### config.mk
export PLATFORM = sky130hd
export DESIGN_NAME = rua_ram
export DESIGN_NICKNAME = d
export VERILOG_FILES = /design/src/hw/rtl/rua_ram.sv
export SDC_FILE = /design/constraint.sdc
export NUM_CORES = 1
export LEC_CHECK = 0
export BUFFER_PORTS_ARGS = -buffer_cell sky130_fd_sc_hd__buf_2
export CELL_PAD_IN_SITES_DETAIL_PLACEMENT = 0
export CELL_PAD_IN_SITES_GLOBAL_PLACEMENT = 1
export CORE_ASPECT_RATIO = 1.75
export CORE_MARGIN = 3
export CORE_UTILIZATION = 60
export CTS_BUF_LIST = sky130_fd_sc_hd__clkbuf_4
export CTS_CLUSTER_DIAMETER = 150
export DETAILED_ROUTE_END_ITERATION = 8
export PLACE_DENSITY = 0.92
export RECOVER_POWER = 100
export SYNTH_ARGS = -nofsm -noshare
export SYNTH_HDL_FRONTEND = slang
export SYNTH_SLANG_ARGS = --single-unit
export TNS_END_PERCENT = 5
### constraint.sdc
create_clock -name clk -period 3.81 [get_ports clk]
set_clock_uncertainty 0.2 [all_clocks]
set_input_delay 0.762 -clock clk [delete_from_list [all_inputs] [get_ports clk]]
set_output_delay 0.762 -clock clk [all_outputs]
set_load 0.03 [all_outputs]
### src/hw/rtl/rua_ram.sv
module rua_ram #(
	parameter int WIDTH = 8,
	parameter int DEPTH = 16
) (
	input  logic                                        clk,
	input  logic                                        we,
	input  logic [((DEPTH > 1) ? $clog2(DEPTH) : 1)-1:0] waddr,
	input  logic [WIDTH-1:0]                            wdata,
	input  logic [((DEPTH > 1) ? $clog2(DEPTH) : 1)-1:0] raddr,
	output logic [WIDTH-1:0]                            rdata
);
	logic [WIDTH-1:0] mem_q [DEPTH];
	logic [WIDTH-1:0] rdata_q;

	// Write port, registered read port
	always_ff @(posedge clk) begin
		if (we) begin
			mem_q[waddr] <= wdata;
		end
		rdata_q <= mem_q[raddr];
	end

	assign rdata = rdata_q;
endmodule

==> results.py <==
metrics = {
    "outcome": {
        "run_status": "completed",
    },
    "floorplanning": {
        "io_pins": 26,
        "floorplan.die.height_um": 129,
        "design.die.area_um2": 9770,
        "floorplan.initialDensity": 0.619,
        "core.rowCount": 44,
        "core_area_um2": 8310,
        "die_w_um": 76.0,
    },
    "pwr": {
        "power_density_nw_per_um2": 521,
        "ir_drop_worst_vdd_uv": 351,
        "p_leak_nw": 1.82,
    },
    "drt": {
        "detail_route.vias_per_cell": 5.95,
        "routed-wl-met2_um": 5120,
        "wl_per_cell_um": 23.1,
        "top_layer": "met4",
        "dr_total_vias": 2363,
        "drt-initial-drc-count": 180,
        "wl_met1_um": 3380,
        "routed_wirelength_um": 9180,
        "drtPass1Iterations": 4,
        "met3_wirelength_um": 470,
        "route.detailed.drc": 0,
        "drtAntennaViolNets": 0,
    },
    "finish": {
        "num-fill-cells": 530,
        "final_layout_size_suffix_gt1_frac": 0.191,
        "diodes": 0,
        "final_core_util": 0.684,
        "nNetsFinal": 287,
        "layout.cell_area.non_filler_um2": 5690,
        "syn2layout_area_growth_pct": 10.5,
        "multiInputGateArea_um2": 1060,
        "seqCellArea_um2": 4000,
    },
    "yosys": {
        "synth.avg_cell_area_um2": 22.5,
        "synthDistinctLibCells": 19,
        "synth_cells": 229,
        "synth-warning-count": 0,
        "mappedNetlistNets": 247,
        "async_flop_share": 0,
        "postSynthRegisterBits": 136,
        "post-synth-top-count-cell": "sky130_fd_sc_hd__edfxtp_1",
        "synth_edf_count": 128,
        "ys_top_cells_by_area": "sky130_fd_sc_hd__edfxtp_1, sky130_fd_sc_hd__mux4_2, sky130_fd_sc_hd__mux4_1, sky130_fd_sc_hd__dfxtp_1, sky130_fd_sc_hd__a22oi_1",
        "post-synth-top-area-cell": "sky130_fd_sc_hd__edfxtp_1",
        "area_of_the_mapped_netlist_um2": 5150,
        "share_of_synthesized_area_occupied_by_flip_flops_and_latches": 0.778,
        "yosysTopAreaCellShare": 0.747,
        "synth_common_cells": "sky130_fd_sc_hd__edfxtp_1, sky130_fd_sc_hd__mux4_2, sky130_fd_sc_hd__a22oi_1",
        "synth_flop_cell": "sky130_fd_sc_hd__edfxtp_1",
    },
    "setup_path": {
        "critical_path_cell_sequence": "buf_2 > clkbuf_1 > mux4_1 > a22oi_1 > nand2_1",
        "worst_setup_path_end_kind": "flip-flop",
        "critPathSlowestCell": "sky130_fd_sc_hd__mux4_1",
        "crit_path_max_incr_delay_ns": 0.62,
        "worst-path-buf-inv": 2,
        "data_arrival_critical_path_ns": 2.69,
        "critical_path.startpoint": "raddr[0]",
        "launch_point_of_the_worst_reg_to_reg_path": "mem_q[0][3]",
        "worstPathMaxFanout": 22,
        "timing_worst_setup_path_type": "in -> reg",
        "crit_family": "buffers and inverters",
        "crit_path_start_kind": "primary input",
        "worstPathRequired_ns": 4.02,
    },
    "placed_design": {
        "place_area_um2": 5380,
        "placement.setup.worst_slack_ns": 1.04,
        "port_buffers": 25,
        "finalWeightedCongestion": 0.726,
        "place_hpwl_um": 6340,
    },
    "cts": {
        "cts.root.buffer_cell": "sky130_fd_sc_hd__clkbuf_4",
        "tritoncts_clock_tree": "built",
        "cts.repair.resized": 0,
        "post_cts_hold_buffer_count": 0,
        "worst_skew_pair.late_latency_ns": 0.51,
        "cts_buffers": 17,
        "cts.sink_count": 136,
        "cts-htree-levels": 4,
        "cts_post_setup_buffers_inserted": 0,
        "clock_pin_slew_worst_setup_and_hold_paths_ns": 0.11,
        "clockBufferDepth": 2,
    },
    "min_path": {
        "min-delay-path-class": "reg -> reg",
        "hold_path.startpoint": "mem_q[13][6]",
    },
    "global_route": {
        "global_route.overflow_total": 0,
        "grt_start_max_net_pins": 33,
        "grt_pass1_wl_um": 14500,
        "grt_pass1_vias": 2467,
        "grt.total_usage": 0.210,
        "antenna_found_initial": 0,
    },
    "sta": {
        "setup_viol_count_final": 0,
        "setup_slack_ns": 1.32,
        "worst_slew_margin_rel": 0.372,
        "post-route-period-util": 0.653,
        "final-hold-violation-count": 0,
        "worst_slew_pin_slew_ns": 0.938,
        "rsz0062_at_grt": "no",
        "clock.fmax_mhz": 402,
        "period_needed_ns": 2.49,
        "setup_total_negative_slack_ns": 0,
        "slew_viol_final": 0,
    },
    "job": {
        "timing.max_cap.violations": 0,
    },
}
-- stage by stage --
stage / instances / hold slack [ns] / total power [mW]
floorplan: 229 / 0.429 / 1.82
global placement: 365 / 0.443 / 1.87
detailed placement: 365 / 0.459 / 1.88
CTS: 397 / 0.374 / 2.99
global route: 397 / 0.520 / 3.07
finish: 397 / 0.487 / 2.96
-- kinds of logic after synthesis --
group                  synth area share
flip-flops                        0.778
buffers and inverters            0.0168
AND/OR/NAND/NOR                  0.0318
AO/OA/AOI/OAI                    0.0233
multiplexers                      0.150
-- state kept, by name, indices dropped and copies added (netlist names) --
signal / flops
rdata: 8
mem_q: 128
-- final cells by class --
class,count,share of cell area
sequential,136,0.704
multi-input combinational,83,0.186
clock inverter,15,0.0407
tap,115,0.0253
clock buffer,17,0.0224
timing repair buffer,31,0.0218
-- layout by cell type, fill, tap and decap left out, types with 2 or more instances in the layout --
master                       instances
sky130_fd_sc_hd__dfxtp_1             8
sky130_fd_sc_hd__nand2_1             9
sky130_fd_sc_hd__a22oi_1            16
sky130_fd_sc_hd__clkinv_2            2
sky130_fd_sc_hd__bufinv_16           6
sky130_fd_sc_hd__clkbuf_1           25
sky130_fd_sc_hd__clkbuf_4           17
sky130_fd_sc_hd__nand3b_1            2
sky130_fd_sc_hd__clkinvlp_4          4
sky130_fd_sc_hd__buf_2               6
sky130_fd_sc_hd__nor2_1             13
sky130_fd_sc_hd__nand2b_1            2
sky130_fd_sc_hd__edfxtp_1          128
sky130_fd_sc_hd__mux4_1             14
sky130_fd_sc_hd__mux4_2             18
sky130_fd_sc_hd__nor3_1              4
sky130_fd_sc_hd__clkinv_1            3
-- path summary, 6_finish.rpt --
check                                end  cells past startpoint  slack, ns
worst max-delay path            rdata[4]                      5       1.32
worst min-delay path            rdata[6]                      3       0.49
worst max register to register  rdata[3]                      3       2.27
worst min register to register  rdata[6]                      3       0.49
-- worst reg2reg max path: cells and delay by family (launching register included) --
family	cells	cell delay [ns]
AOI/OAI and AO/OA	1	0.25
DFF	1	0.40
muxes	1	0.52
and+or+nand+nor	1	0.07
-- routing by layer --
metal / track usage / vias to the layer above
met4: 0.0790 / 0
li1: - / 1063
met5: 0 / -
met1: 0.249 / 1200
met2: 0.361 / 85
met3: 0.0686 / 15
-- power by group --
part	leakage, nW	switching (mW)	internal [mW]
clock	0.176	0.485	0.643
combinational	0.422	0.0994	0.0555
sequential	1.22	0.00970	1.67
No activity file was read; power rests on OpenSTA's default activity.
